[config.mk]
export PLATFORM = sky130hd
export DESIGN_NAME = software_timer_and_task_bank_unit_flat
export DESIGN_NICKNAME = d
export VERILOG_FILES = /design/src/rtl/sttb_pkg.sv /design/src/rtl/sttb_cmd_if.sv /design/src/rtl/sttb_exp_if.sv /design/src/rtl/sttb_alu.sv /design/src/rtl/sttb_out_reg.sv /design/src/rtl/software_timer_and_task_bank_unit.sv /design/src/flat_wrapper.sv
export SDC_FILE = /design/constraint.sdc
export NUM_CORES = 1
export LEC_CHECK = 0
export ABC_AREA = 1
export ABC_CLOCK_PERIOD_IN_PS = 6360
export BUFFER_PORTS_ARGS = -buffer_cell sky130_fd_sc_hd__buf_4
export CAP_MARGIN = 30
export CORE_MARGIN = 8
export CORE_UTILIZATION = 40
export CTS_CLUSTER_DIAMETER = 50
export DETAILED_ROUTE_END_ITERATION = 10
export GPL_TIMING_DRIVEN = 1
export HOLD_SLACK_MARGIN = 0.15
export PLACE_DENSITY = 0.52
export RECOVER_POWER = 50
export SLEW_MARGIN = 20
export SYNTH_ARGS = -nofsm -noshare
export SYNTH_HDL_FRONTEND = slang
export SYNTH_SLANG_ARGS = --single-unit
[constraint.sdc]
create_clock -name clk -period 6.36 [get_ports clk]
set_clock_uncertainty 0.2 [all_clocks]
set_input_delay 0.954 -clock clk [delete_from_list [all_inputs] [get_ports clk]]
set_output_delay 0.954 -clock clk [all_outputs]
set_load 0.03 [all_outputs]
[src/rtl/sttb_pkg.sv]
package sttb_pkg;

	localparam int NUM_TIMERS = 8;
	localparam int NUM_TASKS  = 8;
	localparam int NUM_SLOTS  = NUM_TIMERS + NUM_TASKS;
	localparam int IDX_W      = $clog2(NUM_SLOTS);
	localparam int COUNT_W    = 20;
	localparam int PERIOD_W   = 16;
	localparam int SLOT_W     = 3;
	localparam int ACTION_W   = 3;
	// wide enough for a slot index plus the timer count
	localparam int EXT_W      = 7;

	typedef enum logic [ACTION_W-1:0] {
		ACT_TICK        = 3'd0,
		ACT_START_TIMER = 3'd1,
		ACT_STOP_TIMER  = 3'd2,
		ACT_START_TASK  = 3'd3,
		ACT_STOP_TASK   = 3'd4
	} action_t;

	typedef enum logic {
		ALU_SCALE,
		ALU_DEC
	} alu_op_t;

	typedef enum logic [1:0] {
		ST_IDLE,
		ST_WALK,
		ST_FLUSH
	} state_t;

	typedef struct packed {
		logic [COUNT_W-1:0] value;
		logic               is_zero;
	} alu_res_t;

	typedef struct packed {
		logic [SLOT_W-1:0] slot;
		logic              is_task;
		logic              last;
	} expiry_t;

	typedef struct packed {
		logic    push;
		expiry_t item;
	} out_push_t;

endpackage

[src/rtl/sttb_cmd_if.sv]
interface sttb_cmd_if;
	import sttb_pkg::*;

	logic                valid;
	logic                ready;
	logic [ACTION_W-1:0] action;
	logic [SLOT_W-1:0]   slot;
	logic [PERIOD_W-1:0] period_ms;
	logic                repeat_req;

	modport source (output valid, action, slot, period_ms, repeat_req, input ready);
	modport sink (input valid, action, slot, period_ms, repeat_req, output ready);

endinterface

[src/rtl/sttb_exp_if.sv]
interface sttb_exp_if;
	import sttb_pkg::*;

	logic              valid;
	logic              ready;
	logic [SLOT_W-1:0] expired_slot;
	logic              expired_is_task;
	logic              last_expiry;

	modport source (output valid, expired_slot, expired_is_task, last_expiry, input ready);
	modport sink (input valid, expired_slot, expired_is_task, last_expiry, output ready);

endinterface

[src/rtl/sttb_alu.sv]
module sttb_alu (
	input  sttb_pkg::alu_op_t                 op,
	input  logic [sttb_pkg::COUNT_W-1:0]      a,
	output sttb_pkg::alu_res_t                res
);
	import sttb_pkg::*;

	logic [COUNT_W-1:0] x;
	logic [COUNT_W-1:0] y;
	logic [COUNT_W-1:0] sum;

	// one adder: a - 1 for countdown, 8a + 2a for the ms to tenths scale
	always_comb begin
		if (op == ALU_DEC) begin
			x = a;
			y = '1;
		end else begin
			x = a << 3;
			y = a << 1;
		end
		sum         = x + y;
		res.value   = sum;
		res.is_zero = (sum == '0);
	end

endmodule

[src/rtl/sttb_out_reg.sv]
module sttb_out_reg (
	input  logic                 clk,
	input  logic                 arst_n,
	input  sttb_pkg::out_push_t  push_in,
	output logic                 can_push,
	sttb_exp_if.source           exp
);
	import sttb_pkg::*;

	logic    valid_q;
	expiry_t data_q;

	assign can_push = !valid_q || exp.ready;

	always_ff @(posedge clk or negedge arst_n) begin
		if (!arst_n) begin
			valid_q <= 1'b0;
		end else if (can_push) begin
			valid_q <= push_in.push;
		end
	end

	always_ff @(posedge clk) begin
		if (can_push && push_in.push) begin
			data_q <= push_in.item;
		end
	end

	assign exp.valid           = valid_q;
	assign exp.expired_slot    = data_q.slot;
	assign exp.expired_is_task = data_q.is_task;
	assign exp.last_expiry     = data_q.last;

endmodule

[src/rtl/software_timer_and_task_bank_unit.sv]
// Bank of NUM_TIMERS timer slots and NUM_TASKS periodic task slots, counted in
// 0.1 ms ticks. A start command or a stop command leaves the command side ready.
// A tick walks every slot in turn through one shared decrement unit, timers
// first, then tasks, one slot a cycle while no full expiry register holds the
// walk, and reports each slot that reaches zero as an expiry request; the final
// request of a tick carries last_expiry. A flush state follows the walk and
// hands out the held expiry; the walk and the flush both wait for a full expiry
// register to empty. The command side is ready only between ticks. A zero
// period never fires, and a start or stop naming a slot beyond the bank is
// dropped.
module software_timer_and_task_bank_unit (
	input  logic        clk,
	input  logic        arst_n,
	sttb_cmd_if.sink    cmd,
	sttb_exp_if.source  exp
);
	import sttb_pkg::*;

	// sequencer
	state_t state_q;
	state_t state_d;
	logic [IDX_W-1:0] walk_q;

	// per-slot state, timers at the low indexes, tasks above them
	logic [COUNT_W-1:0] count_q  [NUM_SLOTS];
	logic [COUNT_W-1:0] reload_q [NUM_SLOTS];
	logic [NUM_SLOTS-1:0] act_q;
	logic [NUM_SLOTS-1:0] rep_q;

	// expiry held back until we know whether another one follows
	logic    pend_v_q;
	expiry_t pend_q;

	// shared unit
	alu_op_t            alu_op;
	logic [COUNT_W-1:0] alu_a;
	alu_res_t           alu_res;

	out_push_t push;
	logic      can_push;

	// command decode
	logic             cmd_acc;
	action_t          act_code;
	logic [EXT_W-1:0] slot_ext;
	logic             timer_ok;
	logic             task_ok;
	logic [IDX_W-1:0] tmr_sel;
	logic [IDX_W-1:0] tsk_sel;

	// walk decode
	logic [COUNT_W-1:0] cur_cnt;
	logic               cur_act;
	logic               cur_rep;
	logic               live;
	logic               hit;
	logic               stall;
	logic               step;
	logic               last_idx;
	logic               walk_is_task;
	expiry_t            walk_item;

	sttb_alu u_alu (
		.op  (alu_op),
		.a   (alu_a),
		.res (alu_res)
	);

	sttb_out_reg u_out (
		.clk      (clk),
		.arst_n   (arst_n),
		.push_in  (push),
		.can_push (can_push),
		.exp      (exp)
	);

	always_comb begin
		act_code = action_t'(cmd.action);
		cmd_acc  = cmd.valid && cmd.ready;
		slot_ext = EXT_W'(cmd.slot);
		timer_ok = slot_ext < EXT_W'(NUM_TIMERS);
		task_ok  = slot_ext < EXT_W'(NUM_TASKS);
		tmr_sel  = IDX_W'(slot_ext);
		tsk_sel  = IDX_W'(slot_ext + EXT_W'(NUM_TIMERS));
	end

	always_comb begin
		cur_cnt      = count_q[walk_q];
		cur_act      = act_q[walk_q];
		cur_rep      = rep_q[walk_q];
		// only a live slot decrements, and it fires when the new count is zero
		live         = cur_act && (cur_cnt != '0);
		hit          = live && alu_res.is_zero;
		// a second expiry needs the held one moved out first
		stall        = hit && pend_v_q && !can_push;
		step         = (state_q == ST_WALK) && !stall;
		last_idx     = walk_q == IDX_W'(NUM_SLOTS - 1);
		walk_is_task = walk_q >= IDX_W'(NUM_TIMERS);
		walk_item.slot    = walk_is_task ? SLOT_W'(walk_q - IDX_W'(NUM_TIMERS))
		                                 : SLOT_W'(walk_q);
		walk_item.is_task = walk_is_task;
		walk_item.last    = 1'b0;
	end

	// next state
	always_comb begin
		state_d = state_q;
		case (state_q)
			ST_IDLE: begin
				if (cmd_acc && act_code == ACT_TICK) begin
					state_d = ST_WALK;
				end
			end
			ST_WALK: begin
				if (step && last_idx) begin
					state_d = ST_FLUSH;
				end
			end
			ST_FLUSH: begin
				if (!pend_v_q || can_push) begin
					state_d = ST_IDLE;
				end
			end
			default: state_d = ST_IDLE;
		endcase
	end

	// sequencer outputs
	always_comb begin
		cmd.ready = 1'b0;
		alu_op    = ALU_SCALE;
		alu_a     = COUNT_W'(cmd.period_ms);
		push.push = 1'b0;
		push.item = pend_q;
		case (state_q)
			ST_IDLE: begin
				cmd.ready = 1'b1;
			end
			ST_WALK: begin
				alu_op    = ALU_DEC;
				alu_a     = cur_cnt;
				push.push = step && hit && pend_v_q;
			end
			ST_FLUSH: begin
				push.push      = pend_v_q && can_push;
				push.item.last = 1'b1;
			end
			default: begin
				cmd.ready = 1'b0;
			end
		endcase
	end

	always_ff @(posedge clk or negedge arst_n) begin
		if (!arst_n) begin
			state_q  <= ST_IDLE;
			walk_q   <= '0;
			pend_v_q <= 1'b0;
		end else begin
			state_q <= state_d;
			if (state_q == ST_IDLE) begin
				walk_q <= '0;
			end else if (step) begin
				walk_q <= walk_q + 1'b1;
			end
			if (step && hit) begin
				pend_v_q <= 1'b1;
			end else if (state_q == ST_FLUSH && can_push) begin
				pend_v_q <= 1'b0;
			end
		end
	end

	always_ff @(posedge clk) begin
		if (step && hit) begin
			pend_q <= walk_item;
		end
	end

	// active and repeat flags
	always_ff @(posedge clk or negedge arst_n) begin
		if (!arst_n) begin
			act_q <= '0;
			rep_q <= '0;
		end else if (cmd_acc) begin
			case (act_code)
				ACT_START_TIMER: begin
					if (timer_ok) begin
						act_q[tmr_sel] <= 1'b1;
						rep_q[tmr_sel] <= cmd.repeat_req;
					end
				end
				ACT_STOP_TIMER: begin
					if (timer_ok) begin
						act_q[tmr_sel] <= 1'b0;
						rep_q[tmr_sel] <= 1'b0;
					end
				end
				ACT_START_TASK: begin
					// tasks always reload
					if (task_ok) begin
						act_q[tsk_sel] <= 1'b1;
						rep_q[tsk_sel] <= 1'b1;
					end
				end
				ACT_STOP_TASK: begin
					if (task_ok) begin
						act_q[tsk_sel] <= 1'b0;
					end
				end
				default: begin
					act_q <= act_q;
				end
			endcase
		end else if (step && hit && !cur_rep) begin
			// one-shot timer done
			act_q[walk_q] <= 1'b0;
		end
	end

	// counts and reload values, loaded by a start, stepped by the walk
	always_ff @(posedge clk) begin
		if (cmd_acc && act_code == ACT_START_TIMER && timer_ok) begin
			count_q[tmr_sel]  <= alu_res.value;
			reload_q[tmr_sel] <= alu_res.value;
		end else if (cmd_acc && act_code == ACT_START_TASK && task_ok) begin
			count_q[tsk_sel]  <= alu_res.value;
			reload_q[tsk_sel] <= alu_res.value;
		end else if (step && live) begin
			count_q[walk_q] <= (hit && cur_rep) ? reload_q[walk_q] : alu_res.value;
		end
	end

endmodule

[src/flat_wrapper.sv]
// flat-port wrapper written by rule: the top's interface ports become plain ports
module software_timer_and_task_bank_unit_flat import sttb_pkg::*;
  (clk, arst_n, cmd_valid, cmd_action, cmd_slot, cmd_period_ms, cmd_repeat_req, cmd_ready, exp_valid, exp_expired_slot, exp_expired_is_task, exp_last_expiry, exp_ready);
  sttb_cmd_if cmd_i ();
  sttb_exp_if exp_i ();
  input  logic clk;
  input  logic arst_n;
  input wire logic [$bits(cmd_i.valid)-1:0] cmd_valid;
  input wire logic [$bits(cmd_i.action)-1:0] cmd_action;
  input wire logic [$bits(cmd_i.slot)-1:0] cmd_slot;
  input wire logic [$bits(cmd_i.period_ms)-1:0] cmd_period_ms;
  input wire logic [$bits(cmd_i.repeat_req)-1:0] cmd_repeat_req;
  output wire logic [$bits(cmd_i.ready)-1:0] cmd_ready;
  output wire logic [$bits(exp_i.valid)-1:0] exp_valid;
  output wire logic [$bits(exp_i.expired_slot)-1:0] exp_expired_slot;
  output wire logic [$bits(exp_i.expired_is_task)-1:0] exp_expired_is_task;
  output wire logic [$bits(exp_i.last_expiry)-1:0] exp_last_expiry;
  input wire logic [$bits(exp_i.ready)-1:0] exp_ready;
  assign cmd_i.valid = cmd_valid;
  assign cmd_i.action = cmd_action;
  assign cmd_i.slot = cmd_slot;
  assign cmd_i.period_ms = cmd_period_ms;
  assign cmd_i.repeat_req = cmd_repeat_req;
  assign cmd_ready = cmd_i.ready;
  assign exp_valid = exp_i.valid;
  assign exp_expired_slot = exp_i.expired_slot;
  assign exp_expired_is_task = exp_i.expired_is_task;
  assign exp_last_expiry = exp_i.last_expiry;
  assign exp_i.ready = exp_ready;
  software_timer_and_task_bank_unit u_core (.clk(clk), .arst_n(arst_n), .cmd(cmd_i), .exp(exp_i));
endmodule
==> impl_metrics.yaml <==
critical_path:
  crit_path_end_kind: "flop"
  cp_data_arrival_time_ps: 5800
  cp.required_ps: 6510
  crit_path_max_fanout: 96
  crit_path_frequent_cell: "nand2_1"
  path_class: "reg -> reg"
  worst_path_max_delay_cell: "buf_4"
  cpPeakStageDelay_ps: 770
  startpoint_type: "flop"
place:
  portBuffers: 33
  pre_cts_ws_ps: 889
  place.gp.congestion: 0.965
  dp.cells: 3703
  dpl.hpwl_um: 55400
sta:
  worst_slew_pin_slew_ps: 2370
  fin_crit_ps: 5660
  slew_violations: 378
  setup_slack_ps: 702
  fmax_mhz: 177
  rsz0062_at_grt: "false"
  hold_viol: 0
  timing.hold.ws_ps: 219
  maxSlewHeadroom_pct: -57.8
  period_share_pct: 89.0
  fin_setup_tns_ps: 0
  finalSetupViolations: 0
synth:
  yosys_warnings: 0
  synth_top_flop_cell: "edfxtp_1"
  syn_area_um2: 29900
  avgSynthCellArea_um2: 11.0
  async_flop_share_pct: 5.81
  yosys.area_share.simple_pct: 15.4
  synth_edf_count: 649
  synth_nets: 2774
  synthCells: 2723
  yosysTopAreaCell: "edfxtp_1"
  synthAdderAreaFrac_pct: 1.00
  synth_compound_area_share_pct: 10.5
  ys_ff_latch: 689
  synthMuxAreaShare_pct: 0.368
  synthTopCellsByArea: "edfxtp_1, o21ai_0, nand2_1"
  synth_top_family_by_area: "simple AND/OR/NAND/NOR gates"
  synth_top_cell_area_share_pct: 65.2
  yosysUniqueCellTypes: 46
  yosysSeqAreaShare_pct: 68.5
  synth-xor-area-share_pct: 0.368
die:
  rows: 100
  dieArea_um2: 83700
  die_x_um: 289
  core_area_um2: 74200
  io_pins: 34
  die_h_um: 289
  start_util_pct: 40.3
cells_and_area:
  fillers: 6765
  fin_cells: 3869
  nNetsFinal: 2877
  layout_commonest_cell: "edfxtp_1"
  post-route-util_pct: 47.3
  final_cell_mix: "edfxtp_1, nand2_1, nor2_1"
  drive_above_1_share_pct: 10.8
  syn_to_final_growth_pct: 17.3
global_routing:
  grtUsageTotal_pct: 21.5
  overflow: 0
  antenna_found_initial: 5
  grt_start_max_net_pins: 124
  grt_pass1_wl_um: 134000
  grt_pass1_vias: 20200
detailed_routing:
  avgViaCountPerCell: 5.52
  first_pass_iters: 5
  routed_wl_um: 91000
  route.detailed.drc: 0
  wl_per_cell_um: 23.5
  first_iter_violations: 2031
  drtAntennaViolNets: 0
  vias: 21400
power_and_ir_drop:
  powerDensity_nw_per_um2: 617
  power_leakage_nw: 12.5
  peakVddDrop_v: 0.000538
clock_network:
  cts_tree: "yes"
  ctsRootBufferMaster: "clkbuf_16"
  cts_resized: 0
  ctsLongestPathBuffers: 3
  clk_pin_slew_ps: 60
  post_cts_buffers: 0
  htree_levels: 3
  ctsHoldBuffers: 1
  cts_made_buffers: 88
  clk_latency_ps: 650
  clock_sinks: 689
outcome:
  outcome: "complete, but fails checks"
  violations: "capacitance limit, slew limit"
run:
  drv_cap: 17
worst_hold_path:
  hold_class: "reg -> reg"
[worst max-delay path: cells and delay by family (launching register included)]
kind	cells	cell delay (ps)
and+or+nand+nor	20	2490
buffers and inverters	4	1430
DFF	1	540
xor gates and xnor gates	1	290
AOI/OAI and AO/OA	1	230
[metrics by stage]
stage	power, mW	area [µm²]
after global routing	22.6	35100
final	21.6	35100
after detailed placement	16.8	32200
after global placement	16.7	32200
after floorplan	12.3	29900
after CTS	21.9	35300
[state kept, by name, indices dropped and copies added (netlist names), named ones only]
| signal | cells |
|---|---|
| u_core.u_out.exp.expired_slot | 3 |
| u_core.u_out.exp.expired_is_task | 1 |
| u_core.u_out.exp.valid | 1 |
| u_core.reload_q | 320 |
| u_core.walk_q | 4 |
| u_core.u_out.exp.last_expiry | 1 |
| u_core.act_q | 16 |
| u_core.count_q | 320 |
| u_core.pend_v_q | 1 |
| u_core.pend_q | 4 |
| u_core.state_q | 2 |
[Yosys cell counts (4+ instances only)]
cell and instances:
mux2i_1 11, xnor2_1 5, nand4_1 29, nand3_2 4, o31ai_1 4, dfrtp_1 40, o21ai_0 377, nor4_1 4
edfxtp_1 649, nor2_1 472, clkbuf_1 104, nand2_2 10, a21oi_1 29, a32o_1 12, nand3_1 76, o21ai_1 18
nor3_1 22, a31oi_1 5, buf_6 6, buf_4 4, o21bai_1 5, inv_1 123, o21a_1 4, buf_1 12
inv_2 4, buf_2 20, ha_1 24, o22ai_1 113, nor2_2 9, nand2_1 501
[area by class of cell]
cell class	count	area (µm²)	area share, %
diodes	1	2.50	0.00713
clock buffers	98	2250	6.41
clock inverters	65	805	2.29
inverters	130	498	1.42
multi-input cells	1758	8320	23.7
flip-flops and latches	689	20500	58.4
well taps	969	1210	3.46
repair buffers	159	1500	4.28
[worst paths after layout]
check	cells past startpoint	end	slack [ps]	from
worst max-delay path	26	u_core.count_q[15][6]	700	u_core.walk_q[0]
worst min-delay path	0	u_core.u_out.exp.expired_slot[1]	220	u_core.pend_q[3]
worst max register to register	26	u_core.count_q[15][6]	700	u_core.walk_q[0]
worst min register to register	0	u_core.u_out.exp.expired_slot[1]	220	u_core.pend_q[3]
max in group asynchronous	2	u_core.walk_q[1]	2870	arst_n
min in group asynchronous	2	async pin	1380	arst_n
[report_power, final]
part	internal, mW	leakage [nW]	total (mW)	switching [mW]
Clock	3.10	1.45	5.14	2.04
Combinational	2.34	4.71	8.84	6.49
Sequential	7.57	6.37	7.65	0.0834
Total	13.0	12.5	21.6	8.62
[logic make-up after synthesis]
kind of cell,Yosys count
buf+inv,276
compound gates,576
mux,11
simple gates,1137
flops,689
fa+ha+maj,24
xor+xnor,10
[routing by layer]
layer  share of wire, %  track usage, %  vias up
met5                  0               0        -
met4                2.8            6.54        0
met3                6.7            3.13      140
met2                 47            34.0      800
met1                 44            30.6    10600
li1                   -               -     9826
Power figures use the tool's default switching activity.
